===== src/sv/mhl_pkg.sv =====
// shared constants, command codes and cell select type for the mru history list
package mhl_pkg;

  localparam int unsigned DepthDefault   = 16;
  localparam int unsigned KeyBitsDefault = 16;

  localparam int unsigned CmdW   = 2;
  localparam int unsigned KeyW   = 16;
  localparam int unsigned PosW   = 4;
  localparam int unsigned CapW   = 5;
  localparam int unsigned LenW   = 5;

  localparam logic [CapW-1:0] CapReset = CapW'(10);

  localparam logic [CmdW-1:0] CmdAdd    = 2'd0;
  localparam logic [CmdW-1:0] CmdRemove = 2'd1;
  localparam logic [CmdW-1:0] CmdClear  = 2'd2;
  localparam logic [CmdW-1:0] CmdRead   = 2'd3;

  // where a cell takes its next key from
  typedef enum logic [1:0] {
    SelHold  = 2'd0,
    SelKey   = 2'd1,
    SelLeft  = 2'd2,
    SelRight = 2'd3
  } cell_sel_e;

endpackage


===== src/sv/mhl_cell.sv =====
// one list slot: holds a key, compares it, and loads from itself, the input key or a neighbor
module mhl_cell #(
  parameter int unsigned KEY_BITS = mhl_pkg::KeyBitsDefault
) (
  input  logic                clk_i,
  input  mhl_pkg::cell_sel_e  sel_i,
  input  logic                live_i,
  input  logic [KEY_BITS-1:0] key_i,
  input  logic [KEY_BITS-1:0] left_i,
  input  logic [KEY_BITS-1:0] right_i,
  output logic [KEY_BITS-1:0] key_o,
  output logic                match_o
);
  import mhl_pkg::*;

  logic [KEY_BITS-1:0] key_q, key_d;

  always_comb begin
    case (sel_i)
      SelKey:   key_d = key_i;
      SelLeft:  key_d = left_i;
      SelRight: key_d = right_i;
      default:  key_d = key_q;
    endcase
  end

  always_ff @(posedge clk_i) begin
    key_q <= key_d;
  end

  assign key_o   = key_q;
  assign match_o = live_i && (key_q == key_i);

endmodule


===== src/sv/mru_history_list.sv =====
// top level of the mru history list: cell row, length counter and result register
//
// most-recently-used list of distinct keys, position 0 is the most recent
// command channel: an item is taken at a clock edge with start high and busy low;
// busy is always low, so a new command can be issued every cycle
// commands: add moves a key to the front (dropping the entry at position
// capacity when the list overflows), remove deletes a key, clear empties the
// list, read returns the key at a position
// result channel: exactly one result per command, shown for one cycle with
// done_o high, in the cycle after the command is taken
// throughput: one command per cycle, set by the row of cells that compares
// every slot against the key and shifts in the same cycle
// the receiver cannot stall; it must take each result in its strobe cycle
// config channel: cfg_valid_i/cfg_ready_o write the capacity register
// (ready always high); capacity 0 acts as 1, above DEPTH it saturates
// reset: list length goes to zero and capacity to 10; slot contents are not
// cleared, since only slots below the length are ever read
module mru_history_list #(
  parameter int unsigned DEPTH    = mhl_pkg::DepthDefault,
  parameter int unsigned KEY_BITS = mhl_pkg::KeyBitsDefault
) (
  input  logic                      clk_i,
  input  logic                      rst_ni,
  input  logic                      start,
  output logic                      busy,
  input  logic [mhl_pkg::CmdW-1:0]  command_i,
  input  logic [mhl_pkg::KeyW-1:0]  key_i,
  input  logic [mhl_pkg::PosW-1:0]  position_i,
  input  logic                      cfg_valid_i,
  output logic                      cfg_ready_o,
  input  logic [mhl_pkg::CapW-1:0]  cfg_data_i,
  output logic                      done_o,
  output logic [mhl_pkg::KeyW-1:0]  entry_key_o,
  output logic                      entry_valid_o,
  output logic [mhl_pkg::LenW-1:0]  list_length_o,
  output logic                      changed_o
);
  import mhl_pkg::*;

  // count width holds 0..DEPTH; wide compare width covers count, capacity and position
  localparam int unsigned CW = $clog2(DEPTH + 1);
  localparam int unsigned MW = (CW > CapW) ? CW : CapW;

  logic [CapW-1:0]     cap_q;
  logic [CW-1:0]       cnt_q, cnt_d;
  logic [CW-1:0]       eff_cap;

  logic [KEY_BITS-1:0] key_in;
  logic [KEY_BITS-1:0] cell_key [DEPTH];
  logic [DEPTH-1:0]    match;
  logic [DEPTH-1:0]    live;
  cell_sel_e           sel [DEPTH];

  logic                found;
  logic [CW-1:0]       where_idx;
  logic                add_go, rem_go, clr_go, rd_go;
  logic [CW:0]         n_pre;
  logic                drop;
  logic                rd_valid;
  logic [KEY_BITS-1:0] rd_key;

  logic                done_q;
  logic [KeyW-1:0]     entry_key_q;
  logic                entry_valid_q;
  logic [LenW-1:0]     list_length_q;
  logic                changed_q;

  assign busy        = 1'b0;
  assign cfg_ready_o = 1'b1;
  assign key_in      = KEY_BITS'(key_i);

  // capacity register
  always_ff @(posedge clk_i or negedge rst_ni) begin
    if (!rst_ni) begin
      cap_q <= CapReset;
    end else if (cfg_valid_i) begin
      cap_q <= cfg_data_i;
    end
  end

  // clamp capacity to 1..DEPTH
  always_comb begin
    if (cap_q == '0) begin
      eff_cap = CW'(1);
    end else if (MW'(cap_q) > MW'(DEPTH)) begin
      eff_cap = CW'(DEPTH);
    end else begin
      eff_cap = CW'(cap_q);
    end
  end

  // key lookup; keys are distinct, so at most one slot matches
  always_comb begin
    found     = |match;
    where_idx = '0;
    for (int i = 0; i < DEPTH; i++) begin
      if (match[i]) begin
        where_idx = where_idx | CW'(i);
      end
    end
  end

  assign add_go = start && (command_i == CmdAdd) && !match[0];
  assign rem_go = start && (command_i == CmdRemove) && found;
  assign clr_go = start && (command_i == CmdClear) && (cnt_q != '0);
  assign rd_go  = start && (command_i == CmdRead);

  // length after inserting, before dropping the overflow slot
  assign n_pre = found ? {1'b0, cnt_q} : ({1'b0, cnt_q} + (CW+1)'(1));
  assign drop  = n_pre > {1'b0, eff_cap};

  // per-slot load select
  always_comb begin
    for (int i = 0; i < DEPTH; i++) begin
      sel[i] = SelHold;
      if (add_go) begin
        if (drop && (CW'(i) >= eff_cap)) begin
          // slot takes what would have been one further down
          if (found && (CW'(i + 1) > where_idx)) begin
            sel[i] = SelRight;
          end else begin
            sel[i] = SelHold;
          end
        end else if (i == 0) begin
          sel[i] = SelKey;
        end else if (found && (CW'(i) > where_idx)) begin
          sel[i] = SelHold;
        end else begin
          sel[i] = SelLeft;
        end
      end else if (rem_go) begin
        if (CW'(i) >= where_idx) begin
          sel[i] = SelRight;
        end
      end
    end
  end

  // the row of slots
  for (genvar g = 0; g < DEPTH; g++) begin : g_cell
    logic [KEY_BITS-1:0] left_key;
    logic [KEY_BITS-1:0] right_key;

    if (g == 0) begin : g_first
      assign left_key = key_in;
    end else begin : g_mid
      assign left_key = cell_key[g-1];
    end

    if (g == DEPTH - 1) begin : g_last
      assign right_key = cell_key[g];
    end else begin : g_inner
      assign right_key = cell_key[g+1];
    end

    assign live[g] = CW'(g) < cnt_q;

    mhl_cell #(
      .KEY_BITS (KEY_BITS)
    ) u_cell (
      .clk_i   (clk_i),
      .sel_i   (sel[g]),
      .live_i  (live[g]),
      .key_i   (key_in),
      .left_i  (left_key),
      .right_i (right_key),
      .key_o   (cell_key[g]),
      .match_o (match[g])
    );
  end

  // length counter
  always_comb begin
    cnt_d = cnt_q;
    if (add_go) begin
      cnt_d = drop ? CW'(n_pre - (CW+1)'(1)) : CW'(n_pre);
    end else if (rem_go) begin
      cnt_d = cnt_q - CW'(1);
    end else if (clr_go) begin
      cnt_d = '0;
    end
  end

  always_ff @(posedge clk_i or negedge rst_ni) begin
    if (!rst_ni) begin
      cnt_q <= '0;
    end else begin
      cnt_q <= cnt_d;
    end
  end

  // read port over the row
  assign rd_valid = rd_go && (MW'(position_i) < MW'(cnt_q)) && (MW'(position_i) < MW'(DEPTH));

  always_comb begin
    rd_key = '0;
    for (int i = 0; i < DEPTH; i++) begin
      if (MW'(position_i) == MW'(i)) begin
        rd_key = rd_key | cell_key[i];
      end
    end
  end

  // result register
  always_ff @(posedge clk_i or negedge rst_ni) begin
    if (!rst_ni) begin
      done_q <= 1'b0;
    end else begin
      done_q <= start;
    end
  end

  always_ff @(posedge clk_i) begin
    if (start) begin
      entry_key_q   <= rd_valid ? KeyW'(rd_key) : '0;
      entry_valid_q <= rd_valid;
      list_length_q <= LenW'(cnt_d);
      changed_q     <= add_go || rem_go || clr_go;
    end
  end

  assign done_o        = done_q;
  assign entry_key_o   = entry_key_q;
  assign entry_valid_o = entry_valid_q;
  assign list_length_o = list_length_q;
  assign changed_o     = changed_q;

endmodule


===== config.mk =====
export PLATFORM = sky130hd
export DESIGN_NAME = mru_history_list
export DESIGN_NICKNAME = d
export VERILOG_FILES = /design/src/sv/mhl_pkg.sv /design/src/sv/mhl_cell.sv /design/src/sv/mru_history_list.sv
export SDC_FILE = /design/constraint.sdc
export NUM_CORES = 1
export LEC_CHECK = 0
export ABC_AREA = 1
export BUFFER_PORTS_ARGS = -buffer_cell sky130_fd_sc_hd__buf_2
export CAP_MARGIN = 20
export CORE_ASPECT_RATIO = 1.4
export CORE_MARGIN = 2
export CORE_UTILIZATION = 42
export CTS_CLUSTER_DIAMETER = 200
export DETAILED_ROUTE_END_ITERATION = 8
export GPL_TIMING_DRIVEN = 1
export PLACE_DENSITY_LB_ADDON = 0.12
export SYNTH_ARGS = -nofsm -noshare
export SYNTH_HDL_FRONTEND = slang
export SYNTH_HIERARCHICAL = 1
export SYNTH_SLANG_ARGS = --single-unit

===== constraint.sdc =====
create_clock -name clk_i -period 3.9 [get_ports clk_i]
set_clock_uncertainty 0.05 [all_clocks]
set_input_delay 0.78 -clock clk_i [delete_from_list [all_inputs] [get_ports clk_i]]
set_output_delay 0.78 -clock clk_i [all_outputs]
set_load 0.05 [all_outputs]

==> results of run 1 <==
report_power, final:
group / switching, mW / internal (mW) / leakage [nW]
Sequential: 0.231 / 3.78 / 2.72
Clock: 1.47 / 1.88 / 0.532
Combinational: 2.92 / 2.06 / 12.6
Total: 4.62 / 7.72 / 15.8
routing by layer:
metal  GRT usage, %  up-vias
met5              0        -
met4          39.39        6
met3          6.262      560
met2          71.45     1597
met1          45.73    13120
li1               -    12740
layout make-up:
type,count,area [um^2]
multi-input combinational,2393,12260
antenna,1,2.502
tap,721,902.1
sequential,290,8657
fill,5110,21200
timing repair buffer,950,7931
clock inverter,13,107.6
inverter,565,2177
clock buffer,48,977.2
sequential cells by signal (all words and copies together) (netlist names):
name                 cells
cap_q                    5
list_length_o            5
entry_key_o             16
done_o                   1
g_cell.u_cell/key_o    256
entry_valid_o            1
cnt_q                    5
changed_o                1
cell families (layout without fill, tap and decap cells):
group | count (synthesis) | in the layout | synth area share (%)
and+or+nand+nor | 1964 | 1985 | 36.69
buffers and inverters | 695 | 1576 | 13.19
AOI/OAI and AO/OA | 375 | 375 | 11.13
DFF | 290 | 290 | 37.58
xor gates and xnor gates | 19 | 19 | 0.7226
adders and majority gates | 12 | 12 | 0.6519
other | 2 | 3 | 0.03261
timing repair:
item	CTS	global route
endpoints found under the setup margin	522	522
pin swaps	77	71
cloned	19	5
resized for setup	183	78
buffers inserted	31	13
worst max-delay path by stage:
stage                                                 to                from  slack [ns]  depth (start not counted)
CTS                  g_cell[3].u_cell/key_o[1]$_DFFE_PP_  cnt_q[2]$_DFF_PN0_       -0.38                         31
finish               g_cell[3].u_cell/key_o[1]$_DFFE_PP_  cnt_q[3]$_DFF_PN0_       -0.51                         32
global placement     g_cell[5].u_cell/key_o[6]$_DFFE_PP_            key_i[9]       -1.45                         32
global route         g_cell[5].u_cell/key_o[4]$_DFFE_PP_  cnt_q[4]$_DFF_PN0_       -0.69                         30
detailed placement  g_cell[4].u_cell/key_o[13]$_DFFE_PP_            key_i[9]       -1.39                         34
floorplan            g_cell[2].u_cell/key_o[0]$_DFFE_PP_  cnt_q[3]$_DFF_PN0_       0.006                         30
cell usage after synthesis, types with 2 or more instances:
master / n
a22o_1: 11
nand2_4: 3
clkbuf_1: 8
ha_1: 12
inv_2: 19
nand3_2: 2
dfrtp_1: 9
o211ai_1: 195
xnor2_1: 2
a32o_1: 6
nand3_1: 437
buf_2: 65
nor3b_1: 2
buf_4: 22
dfstp_2: 2
a31oi_1: 6
conb_1: 2
xor2_1: 17
nand2_1: 1219
o21ai_0: 72
a21oi_1: 30
buf_6: 33
o2111ai_1: 5
inv_1: 546
nor3_1: 5
nand3b_1: 3
nor2_8: 17
nand2_2: 2
nor4_1: 10
o22ai_1: 33
or2_2: 16
nor2_1: 206
nand4_1: 32
o21bai_1: 2
a41oi_1: 3
edfxtp_1: 279
a211oi_1: 6
nor2_2: 6
through the flow:
stage                     std cells  hold WS, ns  area, um^2  setup TNS, ns
after detailed placement       4858       0.5155       30480        -640.76
after global placement         4857       0.4988       30480        -677.45
final                          4981      0.01616       33020        -198.07
after global routing           4980      0.02936       33010        -279.05
after CTS                      4963     0.007416       32560        -138.97
after floorplan                3357       0.4344       23090              0
placed cells by master (no fill, tap or decap), types with 10 or more instances in the layout:
| cell | Yosys | layout |
|---|---|---|
| a21oi_1 | 30 | 25 |
| a22o_1 | 11 | 11 |
| buf_12 | 1 | 59 |
| buf_2 | 65 | 54 |
| buf_4 | 22 | 794 |
| buf_6 | 33 | 38 |
| clkbuf_1 | 8 | 10 |
| clkbuf_16 | 0 | 38 |
| edfxtp_1 | 279 | 279 |
| inv_1 | 546 | 533 |
| inv_2 | 19 | 16 |
| inv_4 | 0 | 10 |
| nand2_1 | 1219 | 1166 |
| nand2_2 | 2 | 44 |
| nand2_4 | 3 | 13 |
| nand3_1 | 437 | 410 |
| nand3_2 | 2 | 23 |
| nand4_1 | 32 | 32 |
| nor2_1 | 206 | 181 |
| nor2_2 | 6 | 16 |
| nor2_4 | 1 | 29 |
| nor2_8 | 17 | 17 |
| nor4_1 | 10 | 10 |
| o211ai_1 | 195 | 195 |
| o21ai_0 | 72 | 62 |
| o22ai_1 | 33 | 33 |
| or2_4 | 0 | 22 |
| xor2_1 | 17 | 16 |
==> results.tsv, run 1 <==
stage	metric	value	unit
sta	fin worst setup slack	-0.5104	ns
yosys	sequential share of the synthesized area	37.58	%
sta	Worst-Margin Slew	0.8061	ns
clock_network	CTS tree	done	
worst_setup_path	reg2reg end	g_cell[3].u_cell/key_o[1]$_DFFE_PP_	
worst_setup_path	CP startpoint kind	flip-flop	
worst_setup_path	Slowest cell on crit path	dfrtp_1	
placed_design	GPL Wtd Cong	1.057	
yosys	syn avg cell area	6.861	um^2
final_layout	fin util	60.90	%
global_routing	Total GRT Usage	42.37	%
route	Post-Route WL	122.3	mm
yosys	area leader, netlist	edfxtp_1	
worst_setup_path	r2r worst-path depth	32	
route	top layer in use	met5	
final_layout	share of cells above drive strength 1	28.76	%
sta	Final period util	113.1	%
run_status	status	finished, violations left	
run_status	violated checks	negative setup slack	
worst_setup_path	Buf+Inv Stages, Crit Path	8	
sta	Period minus WS final	4.410	ns
route	routed via count	28020	
final_layout	final net count	4278	
placed_design	placed wire-length estimate	94.97	mm
clock_network	Num CTS Buffers	35	
route	Via density	5.625	
run	max_cap viols	0	
clock_network	Clock Path Buffers	3	
sta	top achievable clock speed	0.2267	GHz
final_layout	P&R area growth vs syn	43.36	%
floorplanning	initial core utilization	42.48	%
yosys	Netlist cell types	50	
global_routing	vias in the first global route	27180	
route	wire length per cell	24.56	um
worst_setup_path	Crit path arrival time	4.66	ns
route	WL met3	9.502	mm
global_routing	largest net degree at the start of global routing	29	
sta	Final Hold Fails	0	
placed_design	Setup Slack @ Placement	-1.390	ns
power_and_ir_drop	Tot Pwr	12.34	mW
worst_setup_path	Critical Path Max Stage Delay	0.40	ns
route	DRT Pass-1 Iters	6	
clock_network	Worst-Skew Late Latency	0.58	ns
sta	final max-slew violation count	0	
sta	RSZ-0062 raised after global routing	true	
worst_hold_path	Hold WC Path Type	in2async	
route	Starting DRT DRC Count	3160	
sta	Slew headroom	45.85	%
worst_setup_path	worst-path fanout max	8	
yosys	Mapped Nets	3400	
worst_setup_path	Req. time, crit path	4.15	ns
global_routing	first-pass GRT wire length	174.8	mm
yosys	synthesis warning total	6	
worst_setup_path	R2R Setup Slk	-0.51	ns
yosys	EDFF count, synth	279	
clock_network	hold_buf cts	0	
floorplanning	core area	54210	um^2
yosys	ys async rst share	3.793	%
worst_setup_path	reg2reg start	cnt_q[3]$_DFF_PN0_	
power_and_ir_drop	Leak	15.85	nW
yosys	Synth top area share	36.38	%
yosys	Synth area leaders	edfxtp_1, nand2_1, nand3_1	
worst_setup_path	Crit path max-delay family	simple AND/OR/NAND/NOR gates	
yosys	netlist area before placement	23030	um^2
clock_network	CTS sink count	290	
global_routing	initial antenna violation count	6	
floorplanning	I/O pin count	57	
clock_network	H-tree depth	2	
floorplanning	die footprint	56750	um^2
route	antenna-violating nets left	0	
route	WL met2	57.35	mm
clock_network	Clock transition at path regs	0.06	ns
yosys	Primary FF master, synth	edfxtp_1	
floorplanning	die width	201.9	um
worst_setup_path	kind of critical path	reg2reg	
power_and_ir_drop	Max VDD drop	360.7	uV
placed_design	PortBufs	54	
floorplanning	die height	281.1	um
clock_network	Root Driver	clkbuf_16	
yosys	flops & latches, synth	290	
floorplanning	FP Rows	101	
global_routing	gr ovfl total	0	
yosys	synthesized instance count	3357	
worst_setup_path	Worst setup EP type	flip-flop	
sta	# setup viols final	505	
power_and_ir_drop	Power per Cell Area	373.6	nW/um^2
route	Remaining DRCs	0	
route	metal1 wirelength	41.41	mm
No activity file was read; power rests on OpenSTA's default activity.
==> inputs of run 2 (changes only) <==
--- a/config.mk
+++ b/config.mk
@@ -10,7 +10,7 @@
 export CAP_MARGIN = 20
 export CORE_ASPECT_RATIO = 1.4
 export CORE_MARGIN = 2
-export CORE_UTILIZATION = 42
+export CORE_UTILIZATION = 35
 export CTS_CLUSTER_DIAMETER = 200
 export DETAILED_ROUTE_END_ITERATION = 8
 export GPL_TIMING_DRIVEN = 1
==> run 2 against run 1 <==
Net effect:
- the flow still finishes with violations (negative setup slack)
- setup slack worse by 0.14 ns
- critical path depth is 1 lower
- design area is 5.2% higher
- via count is 1.3% higher
- worst hold slack worse by 0.0015 ns
- flip-flop and latch count stayed put
- core utilization is 7.7 points lower
- first-iteration DRC count is 7.0% lower
- wire length is 7.9% higher
- clock power is 3% higher
- final cell count is 4.3% higher
- power is 6.2% higher
- critical path type unchanged
- largest power group unchanged
==> results.tsv, run 2 (synthesized netlist as in run 1, its figures left out) <==
stage	metric	value	unit
final_layout	final net count	4360	
final_layout	P&R area growth vs syn	50.80	%
worst_setup_path	crit-path most repeated cell	nor2_4	
run_status	violated checks	negative setup slack	
global_routing	vias in the first global route	28010	
sta	Period minus WS final	4.548	ns
global_routing	first-pass GRT wire length	186.9	mm
run	max_cap viols	0	
power_and_ir_drop	Max VDD drop	317.4	uV
final_layout	Largest register FFs	256	
route	routed via count	28390	
route	wire length per cell	25.40	um
placed_design	GPL Wtd Cong	1.049	
global_routing	initial antenna violation count	5	
global_routing	Total GRT Usage	37.76	%
worst_setup_path	worst-path fanout max	21	
sta	Worst-Margin Slew	1.187	ns
sta	RSZ-0062 raised after global routing	true	
clock_network	hold_buf cts	0	
clock_network	Root Driver	clkbuf_16	
placed_design	PortBufs	54	
floorplanning	die height	307.5	um
sta	Slew headroom	20.11	%
sta	Final Hold Fails	0	
power_and_ir_drop	Tot Pwr	13.10	mW
route	Remaining DRCs	0	
floorplanning	die footprint	67900	um^2
floorplanning	die width	220.8	um
sta	fin worst setup slack	-0.6479	ns
sta	setup TNS	-271.22	ns
worst_setup_path	Critical Path Max Stage Delay	0.45	ns
worst_setup_path	Crit path arrival time	4.82	ns
clock_network	H-tree depth	2	
sta	# setup viols final	522	
run_status	status	finished, violations left	
route	antenna-violating nets left	0	
clock_network	Worst-Skew Late Latency	0.61	ns
floorplanning	initial core utilization	35.28	%
global_routing	largest net degree at the start of global routing	29	
worst_setup_path	CP startpoint kind	flip-flop	
worst_setup_path	Slowest cell on crit path	dfrtp_2	
worst_setup_path	Crit path max-delay family	simple AND/OR/NAND/NOR gates	
worst_setup_path	Worst setup EP type	flip-flop	
worst_hold_path	Hold WC Path Type	in2async	
clock_network	Clock transition at path regs	0.06	ns
final_layout	most frequent cells in the layout	nand2_1, buf_4, inv_1, nand3_1, edfxtp_1	
worst_setup_path	Buf+Inv Stages, Crit Path	8	
clock_network	Num CTS Buffers	37	
floorplanning	I/O pin count	57	
final_layout	share of cells above drive strength 1	31.86	%
sta	final max-slew violation count	0	
power_and_ir_drop	Leak	16.52	nW
clock_network	CTS tree	done	
route	Post-Route WL	131.9	mm
power_and_ir_drop	Power per Cell Area	377.1	nW/um^2
sta	top achievable clock speed	0.2199	GHz
route	Starting DRT DRC Count	2939	
worst_setup_path	kind of critical path	reg2reg	
route	Via density	5.466	
placed_design	placed wire-length estimate	100.9	mm
floorplanning	FP Rows	111	
sta	Final period util	116.6	%
clock_network	CTS sink count	290	
clock_network	Clock Path Buffers	3	
final_layout	Filler cells	6463	
floorplanning	core area	65280	um^2
route	DRT Pass-1 Iters	6	
global_routing	gr ovfl total	0	
worst_setup_path	Req. time, crit path	4.17	ns
final_layout	most common cell after layout, fill and taps aside	nand2_1	
run 2: changes by cell type in the layout (fill, tap and decap cells not counted), sizes merged, moves of 2 or more:
cell    previous run  this run
buf              948      1028
clkbuf            49        51
clkinv            11        13
diode              1         3
inv              564       566
run 2: per-layer routing:
layer	share of wire, %	wire (um)	global-route usage [%]	up-vias
met1	35	46770	41.44	13520
li1	-	-	-	12940
met4	10	13140	30.54	6
met3	6.5	8572	4.961	507
met2	48	63410	65.48	1421
met5	0.034	45	0	-
run 2: final timing paths:
path / start / end / slack (ns) / cells past startpoint
worst max-delay path: cnt_q[4]$_DFF_PN0_ / g_cell[6].u_cell/key_o[4]$_DFFE_PP_ / -0.65 / 31
worst min register to register: cap_q[1]$_DFFE_PN1P_ / cap_q[1]$_DFFE_PN1P_ / 0.52 / 2
min in group clk_i: cfg_data_i[2] / cap_q[2]$_DFFE_PN0P_ / 0.40 / 3
worst max register to register: cnt_q[4]$_DFF_PN0_ / g_cell[6].u_cell/key_o[4]$_DFFE_PP_ / -0.65 / 31
max in group asynchronous: rst_ni / cap_q[1]$_DFFE_PN1P_ / 3.51 / 1
worst min-delay path: rst_ni / cap_q[0]$_DFFE_PN0P_ / 0.01 / 1
run 2: final cells by class:
| class | instances | area, um^2 | share of cell area (%) |
|---|---|---|---|
| Sequential cell | 290 | 8658 | 24.93 |
| Multi-Input combinational cell | 2393 | 12730 | 36.65 |
| Timing Repair Buffer | 1030 | 8941 | 25.74 |
| Tap cell | 847 | 1060 | 3.051 |
| Clock inverter | 16 | 100.1 | 0.2882 |
| Antenna cell | 3 | 7.507 | 0.02162 |
| Inverter | 565 | 2210 | 6.362 |
| Clock buffer | 50 | 1027 | 2.958 |
run 2: stage by stage:
stage          setup slack (ns)  instances  instance area (um^2)  hold slack [ns]  util [%]
5_1_grt                 -0.8177       5191                 34720          0.02501     53.20
3_3_place_gp             -1.576       5018                 30870           0.5089     47.30
4_1_cts                 -0.4744       5172                 33980         0.006557     52.06
6_report                -0.6479       5194                 34730          0.01468     53.21
3_5_place_dp             -1.570       5018                 30870           0.5140     47.30
2_1_floorplan          0.005848       3357                 23090           0.4344         -
run 2: timing repair:
item | 4_1_cts | 5_1_grt
resized for setup | 272 | 150
endpoints found under the setup margin | 522 | 522
pin swaps | 113 | 116
gates cloned | 22 | 8
buffers inserted | 68 | 12
run 2: power by group:
part | internal (mW) | total [mW] | switching, mW
sequential | 3.78 | 4.02 | 0.242
combinational | 2.44 | 5.61 | 3.17
clock | 1.91 | 3.46 | 1.55
run 2: worst reg2reg max path, delay by kind of cell, from the launching register on:
kind	cells	cell delay [ns]
AND/OR/NAND/NOR	17	1.88
buffers and inverters	8	1.13
AO/OA/AOI/OAI	5	0.56
flip-flops	1	0.45
adder cells (fa/ha/maj)	1	0.21
